[src/rtl/dds_pkg.sv]
// Shared types, codes and constants for the display draw byte sequencer.
package dds_pkg;

    // Screen size in pixels
    localparam int SCREEN_WIDTH  = 128;
    localparam int SCREEN_HEIGHT = 128;

    // Glyph geometry
    localparam int GLYPH_COLS = 6;
    localparam int GLYPH_ROWS = 8;
    localparam int GLYPH_BITS = GLYPH_COLS * GLYPH_ROWS;
    localparam logic [7:0] GLYPH_ROW_END = 8'h7F;

    // Action codes of an input item
    localparam logic [1:0] ACT_TICK  = 2'd0;
    localparam logic [1:0] ACT_FILL  = 2'd1;
    localparam logic [1:0] ACT_PIXEL = 2'd2;
    localparam logic [1:0] ACT_GLYPH = 2'd3;

    // Header steps; the last code is the pixel phase
    localparam logic [2:0] STEP_COL_CMD   = 3'd0;
    localparam logic [2:0] STEP_COL_START = 3'd1;
    localparam logic [2:0] STEP_COL_END   = 3'd2;
    localparam logic [2:0] STEP_ROW_CMD   = 3'd3;
    localparam logic [2:0] STEP_ROW_START = 3'd4;
    localparam logic [2:0] STEP_ROW_END   = 3'd5;
    localparam logic [2:0] STEP_MEM_CMD   = 3'd6;
    localparam logic [2:0] STEP_PIXEL     = 3'd7;

    // Configuration register indexes
    localparam int CFG_IDX_W = 2;
    localparam logic [CFG_IDX_W-1:0] CFG_COL_WIN = 2'd0;
    localparam logic [CFG_IDX_W-1:0] CFG_ROW_WIN = 2'd1;
    localparam logic [CFG_IDX_W-1:0] CFG_MEM_WR  = 2'd2;

    // Reset values of the command registers
    localparam logic [7:0] RST_COL_WIN = 8'd21;
    localparam logic [7:0] RST_ROW_WIN = 8'd117;
    localparam logic [7:0] RST_MEM_WR  = 8'd92;

    typedef struct packed {
        logic [7:0] cmd_column_window;
        logic [7:0] cmd_row_window;
        logic [7:0] cmd_write_memory;
    } t_cfg;

    typedef struct packed {
        logic [1:0]  action;
        logic [7:0]  pos_x;
        logic [7:0]  pos_y;
        logic [7:0]  rect_width;
        logic [7:0]  rect_height;
        logic [15:0] fore_color;
        logic [15:0] back_color;
        logic [47:0] glyph_bits;
    } t_item;

    typedef struct packed {
        logic [7:0] out_byte;
        logic       is_data;
        logic       last;
    } t_result;

endpackage

[src/rtl/dds_in_if.sv]
// Input item channel: start and tick items with their operands.
interface dds_in_if;
    import dds_pkg::*;

    logic        valid;
    logic        ready;
    logic [1:0]  action;
    logic [7:0]  pos_x;
    logic [7:0]  pos_y;
    logic [7:0]  rect_width;
    logic [7:0]  rect_height;
    logic [15:0] fore_color;
    logic [15:0] back_color;
    logic [47:0] glyph_bits;

    modport source (
        output valid, action, pos_x, pos_y, rect_width, rect_height,
               fore_color, back_color, glyph_bits,
        input  ready
    );
    modport sink (
        input  valid, action, pos_x, pos_y, rect_width, rect_height,
               fore_color, back_color, glyph_bits,
        output ready
    );
endinterface

[src/rtl/dds_out_if.sv]
// Result item channel: one byte with its data/command flag and end marker.
interface dds_out_if;
    logic       valid;
    logic       ready;
    logic [7:0] out_byte;
    logic       is_data;
    logic       last;

    modport source (output valid, out_byte, is_data, last, input ready);
    modport sink   (input valid, out_byte, is_data, last, output ready);
endinterface

[src/rtl/dds_cfg_if.sv]
// Configuration write channel: register index and write data.
interface dds_cfg_if;
    import dds_pkg::*;

    logic                 valid;
    logic                 ready;
    logic [CFG_IDX_W-1:0] wr_index;
    logic [7:0]           wr_data;

    modport source (output valid, wr_index, wr_data, input ready);
    modport sink   (input valid, wr_index, wr_data, output ready);
endinterface

[src/rtl/dds_cfg_regs.sv]
// Command byte registers written through the configuration channel.
module dds_cfg_regs (
    input  logic          i_clk,
    input  logic          i_rst_n,
    dds_cfg_if.sink       i_cfg,
    output dds_pkg::t_cfg o_cfg
);
    import dds_pkg::*;

    t_cfg r_cfg;

    // Writes are always taken; unknown indexes are dropped
    assign i_cfg.ready = 1'b1;

    always_ff @(posedge i_clk) begin
        if (!i_rst_n) begin
            r_cfg.cmd_column_window <= RST_COL_WIN;
            r_cfg.cmd_row_window    <= RST_ROW_WIN;
            r_cfg.cmd_write_memory  <= RST_MEM_WR;
        end else if (i_cfg.valid) begin
            unique case (i_cfg.wr_index)
                CFG_COL_WIN: r_cfg.cmd_column_window <= i_cfg.wr_data;
                CFG_ROW_WIN: r_cfg.cmd_row_window    <= i_cfg.wr_data;
                CFG_MEM_WR:  r_cfg.cmd_write_memory  <= i_cfg.wr_data;
                default: ;
            endcase
        end
    end

    assign o_cfg = r_cfg;
endmodule

[src/rtl/dds_seq.sv]
// Job state and byte selection: latches a start, yields one byte per tick during a job.
module dds_seq (
    input  logic             i_clk,
    input  logic             i_rst_n,
    input  logic             i_accept,
    input  dds_pkg::t_item   i_item,
    input  dds_pkg::t_cfg    i_cfg,
    output logic             o_res_valid,
    output dds_pkg::t_result o_res
);
    import dds_pkg::*;

    // Control state
    logic       r_busy, n_busy;
    logic [1:0] r_draw_mode, n_draw_mode;
    logic [2:0] r_header_step, n_header_step;
    logic       r_low_half_next, n_low_half_next;
    logic [7:0] r_col_index, n_col_index;
    logic [7:0] r_row_index, n_row_index;
    // Job operands
    logic [7:0]  r_col_start, n_col_start;
    logic [7:0]  r_col_end, n_col_end;
    logic [7:0]  r_row_start, n_row_start;
    logic [7:0]  r_row_end, n_row_end;
    logic [15:0] r_fg_latch, n_fg_latch;
    logic [15:0] r_bg_latch, n_bg_latch;
    logic [47:0] r_glyph_latch, n_glyph_latch;

    logic [8:0]  sum_x, sum_y;
    logic [7:0]  fill_col_end, fill_row_end;
    logic        on_screen;
    logic        fill_empty;
    logic [5:0]  bit_idx;
    logic        glyph_fg;
    logic [15:0] color;
    logic [7:0]  last_col, last_row;

    // Rectangle clipping to the screen edges
    assign sum_x = {1'b0, i_item.pos_x} + {1'b0, i_item.rect_width};
    assign sum_y = {1'b0, i_item.pos_y} + {1'b0, i_item.rect_height};
    assign fill_col_end = (sum_x > 9'(SCREEN_WIDTH)) ? 8'(SCREEN_WIDTH - 1)
                                                    : 8'(sum_x - 9'd1);
    assign fill_row_end = (sum_y > 9'(SCREEN_HEIGHT)) ? 8'(SCREEN_HEIGHT - 1)
                                                     : 8'(sum_y - 9'd1);
    assign on_screen = ({1'b0, i_item.pos_x} < 9'(SCREEN_WIDTH)) &&
                       ({1'b0, i_item.pos_y} < 9'(SCREEN_HEIGHT));

    assign fill_empty = (8'(r_col_end + 8'd1) == r_col_start) ||
                        (8'(r_row_end + 8'd1) == r_row_start);

    // Pixel color and end of the scan
    assign bit_idx  = {r_col_index[2:0], r_row_index[2:0]};
    assign glyph_fg = (bit_idx < 6'(GLYPH_BITS)) ? r_glyph_latch[bit_idx] : 1'b1;

    always_comb begin
        color    = r_fg_latch;
        last_col = 8'd0;
        last_row = 8'd0;
        case (r_draw_mode)
            ACT_GLYPH: begin
                if (!glyph_fg) color = r_bg_latch;
                last_col = 8'(GLYPH_COLS - 1);
                last_row = 8'(GLYPH_ROWS - 1);
            end
            ACT_FILL: begin
                last_col = 8'(r_col_end - r_col_start);
                last_row = 8'(r_row_end - r_row_start);
            end
            default: ;
        endcase
    end

    // Next state and result
    always_comb begin
        n_busy          = r_busy;
        n_draw_mode     = r_draw_mode;
        n_header_step   = r_header_step;
        n_low_half_next = r_low_half_next;
        n_col_index     = r_col_index;
        n_row_index     = r_row_index;
        n_col_start     = r_col_start;
        n_col_end       = r_col_end;
        n_row_start     = r_row_start;
        n_row_end       = r_row_end;
        n_fg_latch      = r_fg_latch;
        n_bg_latch      = r_bg_latch;
        n_glyph_latch   = r_glyph_latch;
        o_res_valid     = 1'b0;
        o_res           = '0;

        if (i_accept && i_item.action != ACT_TICK) begin
            // Start item: used only while idle and, unless it is a glyph, inside the screen
            if (!r_busy && (i_item.action == ACT_GLYPH || on_screen)) begin
                n_col_start = i_item.pos_x;
                n_row_start = i_item.pos_y;
                case (i_item.action)
                    ACT_FILL: begin
                        n_col_end = fill_col_end;
                        n_row_end = fill_row_end;
                    end
                    ACT_PIXEL: begin
                        n_col_end = 8'(SCREEN_WIDTH - 1);
                        n_row_end = 8'(SCREEN_HEIGHT - 1);
                    end
                    default: begin
                        n_col_end = 8'(i_item.pos_x + 8'(GLYPH_COLS - 1));
                        n_row_end = GLYPH_ROW_END;
                    end
                endcase
                n_fg_latch      = i_item.fore_color;
                n_bg_latch      = i_item.back_color;
                n_glyph_latch   = i_item.glyph_bits;
                n_draw_mode     = i_item.action;
                n_header_step   = STEP_COL_CMD;
                n_col_index     = 8'd0;
                n_row_index     = 8'd0;
                n_low_half_next = 1'b0;
                n_busy          = 1'b1;
            end
        end else if (i_accept && r_busy) begin
            // Tick item: one byte of the running job
            o_res_valid = 1'b1;
            if (r_header_step != STEP_PIXEL) begin
                n_header_step = 3'(r_header_step + 3'd1);
            end
            unique case (r_header_step)
                STEP_COL_CMD:   o_res = '{i_cfg.cmd_column_window, 1'b0, 1'b0};
                STEP_COL_START: o_res = '{r_col_start, 1'b1, 1'b0};
                STEP_COL_END:   o_res = '{r_col_end, 1'b1, 1'b0};
                STEP_ROW_CMD:   o_res = '{i_cfg.cmd_row_window, 1'b0, 1'b0};
                STEP_ROW_START: o_res = '{r_row_start, 1'b1, 1'b0};
                STEP_ROW_END:   o_res = '{r_row_end, 1'b1, 1'b0};
                STEP_MEM_CMD: begin
                    // an empty rectangle ends after its header
                    if (r_draw_mode == ACT_FILL && fill_empty) begin
                        o_res  = '{i_cfg.cmd_write_memory, 1'b0, 1'b1};
                        n_busy = 1'b0;
                    end else begin
                        o_res = '{i_cfg.cmd_write_memory, 1'b0, 1'b0};
                    end
                end
                STEP_PIXEL: begin
                    if (!r_low_half_next) begin
                        o_res           = '{color[15:8], 1'b1, 1'b0};
                        n_low_half_next = 1'b1;
                    end else begin
                        n_low_half_next = 1'b0;
                        if (r_col_index == last_col && r_row_index == last_row) begin
                            o_res  = '{color[7:0], 1'b1, 1'b1};
                            n_busy = 1'b0;
                        end else begin
                            o_res = '{color[7:0], 1'b1, 1'b0};
                            if (r_col_index >= last_col) begin
                                n_col_index = 8'd0;
                                n_row_index = 8'(r_row_index + 8'd1);
                            end else begin
                                n_col_index = 8'(r_col_index + 8'd1);
                            end
                        end
                    end
                end
                default: ;
            endcase
        end
    end

    // Control state with reset
    always_ff @(posedge i_clk) begin
        if (!i_rst_n) begin
            r_busy          <= 1'b0;
            r_draw_mode     <= ACT_TICK;
            r_header_step   <= STEP_COL_CMD;
            r_low_half_next <= 1'b0;
            r_col_index     <= 8'd0;
            r_row_index     <= 8'd0;
        end else begin
            r_busy          <= n_busy;
            r_draw_mode     <= n_draw_mode;
            r_header_step   <= n_header_step;
            r_low_half_next <= n_low_half_next;
            r_col_index     <= n_col_index;
            r_row_index     <= n_row_index;
        end
    end

    // Job operands, only read while busy
    always_ff @(posedge i_clk) begin
        r_col_start   <= n_col_start;
        r_col_end     <= n_col_end;
        r_row_start   <= n_row_start;
        r_row_end     <= n_row_end;
        r_fg_latch    <= n_fg_latch;
        r_bg_latch    <= n_bg_latch;
        r_glyph_latch <= n_glyph_latch;
    end

`ifndef SYNTHESIS
    // A running job always has a drawing mode
    a_busy_mode: assert property (@(posedge i_clk) disable iff (!i_rst_n)
        r_busy |-> (r_draw_mode != ACT_TICK))
        else $error("busy without drawing mode");

    // Glyph scan stays inside the 6x8 cell
    a_glyph_range: assert property (@(posedge i_clk) disable iff (!i_rst_n)
        (r_busy && r_draw_mode == ACT_GLYPH && r_header_step == STEP_PIXEL)
        |-> (r_col_index < 8'(GLYPH_COLS) && r_row_index < 8'(GLYPH_ROWS)))
        else $error("glyph scan out of range");

    // The final byte ends the job
    a_last_idle: assert property (@(posedge i_clk) disable iff (!i_rst_n)
        (o_res_valid && o_res.last) |=> !r_busy)
        else $error("job still busy after last byte");

    // A byte is only produced for a job that was running
    a_res_busy: assert property (@(posedge i_clk) disable iff (!i_rst_n)
        o_res_valid |-> r_busy)
        else $error("byte produced while idle");
`endif
endmodule

[src/rtl/display_draw_byte_sequencer_top.sv]
// A tick item's byte appears in the output register in the cycle after the tick is accepted.
// Throughput: one item per cycle unless the output stalls; a new item is taken while a byte
// waits if it is taken in the same cycle; the single output register stage sets the rate.
// Start items produce no byte; each tick during a job produces exactly one byte.
// Reset (synchronous, active low) idles the job, empties the output register and restores
// the command registers; the block takes items from the first cycle after reset.
module display_draw_byte_sequencer_top (
    input  logic     i_clk,
    input  logic     i_rst_n,
    dds_in_if.sink   i_in,
    dds_cfg_if.sink  i_cfg,
    dds_out_if.source o_out
);
    import dds_pkg::*;

    t_cfg    cfg;
    t_item   item;
    t_result res;
    logic    res_valid;
    logic    in_accept;

    logic    r_out_valid;
    t_result r_out;

    dds_cfg_regs u_cfg_regs (
        .i_clk   (i_clk),
        .i_rst_n (i_rst_n),
        .i_cfg   (i_cfg),
        .o_cfg   (cfg)
    );

    // Input payload gathered into one item
    assign item = '{i_in.action, i_in.pos_x, i_in.pos_y, i_in.rect_width,
                    i_in.rect_height, i_in.fore_color, i_in.back_color,
                    i_in.glyph_bits};

    // Take an item whenever the output register is free or being emptied
    assign i_in.ready = !r_out_valid || o_out.ready;
    assign in_accept  = i_in.valid && i_in.ready;

    dds_seq u_seq (
        .i_clk       (i_clk),
        .i_rst_n     (i_rst_n),
        .i_accept    (in_accept),
        .i_item      (item),
        .i_cfg       (cfg),
        .o_res_valid (res_valid),
        .o_res       (res)
    );

    // Output register
    always_ff @(posedge i_clk) begin
        if (!i_rst_n) begin
            r_out_valid <= 1'b0;
        end else if (in_accept) begin
            r_out_valid <= res_valid;
        end else if (o_out.ready) begin
            r_out_valid <= 1'b0;
        end
    end

    always_ff @(posedge i_clk) begin
        if (in_accept && res_valid) begin
            r_out <= res;
        end
    end

    assign o_out.valid    = r_out_valid;
    assign o_out.out_byte = r_out.out_byte;
    assign o_out.is_data  = r_out.is_data;
    assign o_out.last     = r_out.last;

`ifndef SYNTHESIS
    // A waiting byte is never dropped by a new item
    a_no_overwrite: assert property (@(posedge i_clk) disable iff (!i_rst_n)
        (r_out_valid && !o_out.ready) |-> !in_accept)
        else $error("item accepted over a waiting byte");

    // A produced byte is visible in the next cycle
    a_res_shown: assert property (@(posedge i_clk) disable iff (!i_rst_n)
        (in_accept && res_valid) |=> r_out_valid)
        else $error("byte lost on its way to the output");

    // Output register empties only through a handshake
    a_drain: assert property (@(posedge i_clk) disable iff (!i_rst_n)
        (r_out_valid && !o_out.ready) |=> r_out_valid)
        else $error("waiting byte vanished");
`endif
endmodule
[src/flat_wrapper.sv]
// flat-port wrapper written by rule: the top's interface ports become plain ports
module display_draw_byte_sequencer_top_flat import dds_pkg::*;
  (i_clk, i_rst_n, i_in_valid, i_in_action, i_in_pos_x, i_in_pos_y, i_in_rect_width, i_in_rect_height, i_in_fore_color, i_in_back_color, i_in_glyph_bits, i_in_ready, i_cfg_valid, i_cfg_wr_index, i_cfg_wr_data, i_cfg_ready, o_out_valid, o_out_out_byte, o_out_is_data, o_out_last, o_out_ready);
  dds_in_if i_in_i ();
  dds_cfg_if i_cfg_i ();
  dds_out_if o_out_i ();
  input  logic i_clk;
  input  logic i_rst_n;
  input wire logic [$bits(i_in_i.valid)-1:0] i_in_valid;
  input wire logic [$bits(i_in_i.action)-1:0] i_in_action;
  input wire logic [$bits(i_in_i.pos_x)-1:0] i_in_pos_x;
  input wire logic [$bits(i_in_i.pos_y)-1:0] i_in_pos_y;
  input wire logic [$bits(i_in_i.rect_width)-1:0] i_in_rect_width;
  input wire logic [$bits(i_in_i.rect_height)-1:0] i_in_rect_height;
  input wire logic [$bits(i_in_i.fore_color)-1:0] i_in_fore_color;
  input wire logic [$bits(i_in_i.back_color)-1:0] i_in_back_color;
  input wire logic [$bits(i_in_i.glyph_bits)-1:0] i_in_glyph_bits;
  output wire logic [$bits(i_in_i.ready)-1:0] i_in_ready;
  input wire logic [$bits(i_cfg_i.valid)-1:0] i_cfg_valid;
  input wire logic [$bits(i_cfg_i.wr_index)-1:0] i_cfg_wr_index;
  input wire logic [$bits(i_cfg_i.wr_data)-1:0] i_cfg_wr_data;
  output wire logic [$bits(i_cfg_i.ready)-1:0] i_cfg_ready;
  output wire logic [$bits(o_out_i.valid)-1:0] o_out_valid;
  output wire logic [$bits(o_out_i.out_byte)-1:0] o_out_out_byte;
  output wire logic [$bits(o_out_i.is_data)-1:0] o_out_is_data;
  output wire logic [$bits(o_out_i.last)-1:0] o_out_last;
  input wire logic [$bits(o_out_i.ready)-1:0] o_out_ready;
  assign i_in_i.valid = i_in_valid;
  assign i_in_i.action = i_in_action;
  assign i_in_i.pos_x = i_in_pos_x;
  assign i_in_i.pos_y = i_in_pos_y;
  assign i_in_i.rect_width = i_in_rect_width;
  assign i_in_i.rect_height = i_in_rect_height;
  assign i_in_i.fore_color = i_in_fore_color;
  assign i_in_i.back_color = i_in_back_color;
  assign i_in_i.glyph_bits = i_in_glyph_bits;
  assign i_in_ready = i_in_i.ready;
  assign i_cfg_i.valid = i_cfg_valid;
  assign i_cfg_i.wr_index = i_cfg_wr_index;
  assign i_cfg_i.wr_data = i_cfg_wr_data;
  assign i_cfg_ready = i_cfg_i.ready;
  assign o_out_valid = o_out_i.valid;
  assign o_out_out_byte = o_out_i.out_byte;
  assign o_out_is_data = o_out_i.is_data;
  assign o_out_last = o_out_i.last;
  assign o_out_i.ready = o_out_ready;
  display_draw_byte_sequencer_top u_core (.i_clk(i_clk), .i_rst_n(i_rst_n), .i_in(i_in_i), .i_cfg(i_cfg_i), .o_out(o_out_i));
endmodule
[config.mk]
export PLATFORM = sky130hd
export DESIGN_NAME = display_draw_byte_sequencer_top_flat
export DESIGN_NICKNAME = d
export VERILOG_FILES = /design/src/rtl/dds_pkg.sv /design/src/rtl/dds_in_if.sv /design/src/rtl/dds_out_if.sv /design/src/rtl/dds_cfg_if.sv /design/src/rtl/dds_cfg_regs.sv /design/src/rtl/dds_seq.sv /design/src/rtl/display_draw_byte_sequencer_top.sv /design/src/flat_wrapper.sv
export SDC_FILE = /design/constraint.sdc
export NUM_CORES = 1
export LEC_CHECK = 0
export ABC_AREA = 1
export BUFFER_PORTS_ARGS = -buffer_cell sky130_fd_sc_hd__buf_2
export CORE_ASPECT_RATIO = 1.25
export CORE_MARGIN = 4
export CORE_UTILIZATION = 59
export DETAILED_ROUTE_END_ITERATION = 10
export PLACE_DENSITY = 0.83
export SYNTH_ARGS = -nofsm -noshare
export SYNTH_HDL_FRONTEND = slang
export SYNTH_HIERARCHICAL = 1
export SYNTH_SLANG_ARGS = --single-unit
[constraint.sdc]
create_clock -name i_clk -period 6.2 [get_ports i_clk]
set_input_delay 0.93 -clock i_clk [delete_from_list [all_inputs] [get_ports i_clk]]
set_output_delay 0.93 -clock i_clk [all_outputs]
set_load 0.02 [all_outputs]
==> flow_summary.toml <==
[global_routing]
met3_usage = 0.04842
use_met1 = 0.3220
grt_max_degree = 88
antenna_found_initial = 2
gr-total-overflow = 0
top_usage_layer = "met2"
grt_usage = 0.2700
gr-usage-met2 = 0.4730
grt_pass1_vias = 8798
grt_pass1_wl_um = 42590

[final_layout]
drive_gt1_frac = 0.1628
area_growth_pct = 13.76
layout_commonest_cell = "nand2_1"
final_cell_mix = "276 x nand2_1, 151 x inv_1, 145 x nand3_1"
nets = 1559
fillers = 1435
fin_util = 0.6874

[routing]
drc = 0
avgRoutedWirePerCell_um = 16.47
antenna_left = 0
drtIter0Drc = 679
drt_wl_total_um = 26400
dr.pass1.iters = 6
via_per_inst = 5.623
num_vias = 9014

[clock_tree]
clk_latency_ps = 430
cts_buffers = 17
post_cts_buffers = 0
post_cts_resized = 0
cts_sinks = 170
cts_root_buffer = "clkbuf_16"
holdBufCountCts = 0
max-clock-path-buffers = 2
cts_tree = "yes"
path_clk_slew_ps = 70
h-tree-depth = 4

[critical_path]
crit_fanout = 10
r2r_slack_ps = 2260
crit_arrival_ps = 4270
worstPathRequired_ps = 6530
worst_setup_path_start_kind = "register"
criticalPathCategory = "reg -> reg"
end_kind = "register"
r2r-start = "u_core/u_seq/r_col_end[2]"
timing.rr.end = "u_core/u_seq/r_col_index[1]"
reg2reg_depth = 24

[job]
maxCapViolCount = 0

[yosys]
synth_async_sr_flop_share = 0
ys_types = 55
synth_seq_cells = 170
synth_edf_count = 122
netlist_instances = 1242
synthTopCellsByArea = "edfxtp_1 36%, nand2_1 10%, dfxtp_1 9.4%"
ys_seq_area_frac = 0.4508
synth_flop_cell = "edfxtp_1"
yosysTopAreaCell = "edfxtp_1"
syn_nets = 1432
synth_warnings = 6
synthesis.area_mm2 = 0.01026
yosys.area.top_type_share = 0.3572
avgSynthCellArea_um2 = 8.259

[sta]
fin_setup_tns_ps = 0
maxSlewHeadroom = 0.2599
setup_violations = 0
grt_setup_unrepaired = "no"
period_share = 0.6362
final.setup_skew_ps = 8.796
max_slew.worst_pin.slew_ps = 1110
slew_violations = 0
hold_viol = 0
fin_crit_ps = 3945
fmax_mhz = 253.5

[floorplanning]
die_w_um = 125.9
start_util = 0.6042
fp.dieH_um = 155.4
die-area_mm2 = 0.01957
core_mm2 = 0.01698
ios = 142
fp-row-count = 53

[hold_path]
hold_path_depth = 2
hold_start = "u_core/u_cfg_regs/o_cfg[10]"
worstHoldEndpoint = "u_core/u_cfg_regs/o_cfg[10]"
worstHoldPathType = "reg -> reg"

[power]
power_density_mw_per_mm2 = 241.0
peakVddDrop_mv = 0.2243
finalPower_mw = 2.812
power.leakage_nw = 5.291

[placement]
gp_congestion = 0.9696
port_buffers = 140
hpwl_um = 20280

[run_status]
status = "finished clean"
[cell usage after synthesis, types with 11 or more instances]
cell type	number
dfxtp_1	48
a21oi_1	58
xor2_1	25
ha_1	57
nand2_2	15
inv_1	152
buf_2	11
nand2_1	276
o21ai_1	13
o21ai_0	46
nand3_1	145
nor2_1	106
nand4_1	47
edfxtp_1	122
[state kept, by name, summed over array words and instances, names as in the netlist, 2 cells and up]
name                        flops
u_core/u_cfg_regs/o_cfg        24
u_core/u_seq/r_row_end          8
u_core/o_out.out_byte           8
u_core/u_seq/r_glyph_latch     48
u_core/u_seq/r_bg_latch        16
u_core/u_seq/r_row_start        8
u_core/u_seq/r_fg_latch        16
u_core/u_seq/r_col_index        8
u_core/u_seq/r_col_start        8
u_core/u_seq/r_draw_mode        2
u_core/u_seq/r_col_end          8
u_core/u_seq/r_row_index        8
u_core/u_seq/r_header_step      3
[worst max-delay path by stage]
stage / from / to / slack (ps)
6_report: u_core/u_seq/r_col_end[2] / u_core/u_seq/r_col_index[1] / 2260
5_1_grt: u_core/u_seq/r_col_end[2] / u_core/u_seq/r_col_index[1] / 1890
4_1_cts: u_core/u_seq/r_col_end[2] / u_core/u_seq/r_col_index[1] / 2260
3_5_place_dp: u_core/u_seq/r_col_end[2] / u_core/u_seq/r_col_index[3] / 2270
3_3_place_gp: u_core/u_seq/r_col_end[2] / u_core/u_seq/r_col_index[0] / 2400
2_1_floorplan: o_out_ready / u_core/u_seq/r_draw_mode[1] / 1840
[area by class of cell]
class                   count  area, µm²  share of cell area
multi-input cells         877       4825              0.4135
flip-flops and latches    170       4624              0.3963
repair buffers            142      715.7             0.06133
inverters                 161      609.3             0.05222
clock buffers              18      429.2             0.03678
well taps                 220      275.3             0.02359
clock inverters            14      187.7             0.01608
diodes                      1      2.502           0.0002145
[metrics by stage]
step           hold WS (ps)  area, µm²  worst slack (ps)  std cells
3_3_place_gp          445.6      11050              2399       1570
3_5_place_dp          464.5      11050              2275       1570
6_report              482.8      11670              2255       1603
5_1_grt               510.2      11670              1885       1603
4_1_cts               481.7      11670              2256       1602
2_1_floorplan         423.6      10260              1843       1242
[worst max-delay path, cell delays in order (launching register included)]
cell and delay (ps):
edfxtp_1 480, ha_1 390, nand2_1 70, nor2_1 90
a211oi_1 60, or2_2 290, nand2_1 60, a21oi_1 70
or2_2 290, nand2_1 70, nand2_1 60, nand3_1 70
nand3_1 80, ha_1 360, nand4_1 140, nor2_1 190
nand2_1 90, nor2_1 80, nand4_1 70, nor2_1 210
nand4_4 210, nand2_4 180, inv_2 90, nor2_1 100
nor2_1 50
[cell families (layout without fill, tap and decap cells)]
family,Yosys count,in the layout,synth area share
other cells,1,2,0.0003656
buf+inv,195,335,0.07880
compound gates,149,149,0.08246
flops,170,170,0.4508
fa+ha+maj,61,61,0.07734
simple gates,633,633,0.2820
xor+xnor,33,33,0.02818
[power breakdown]
part,switching (mW),leakage [nW],internal [mW]
combinational,0.259,3.46,0.152
sequential,0.0291,1.53,1.27
clock,0.459,0.295,0.643
[metal layers]
| metal | wire, µm | vias up |
|---|---|---|
| met2 | 13230 | 363 |
| met3 | 1596 | 71 |
| met4 | 1144 | 2 |
| met1 | 10410 | 4117 |
| met5 | 8 | - |
| li1 | - | 4461 |
Note: power is estimated with default switching activity, not from simulation.
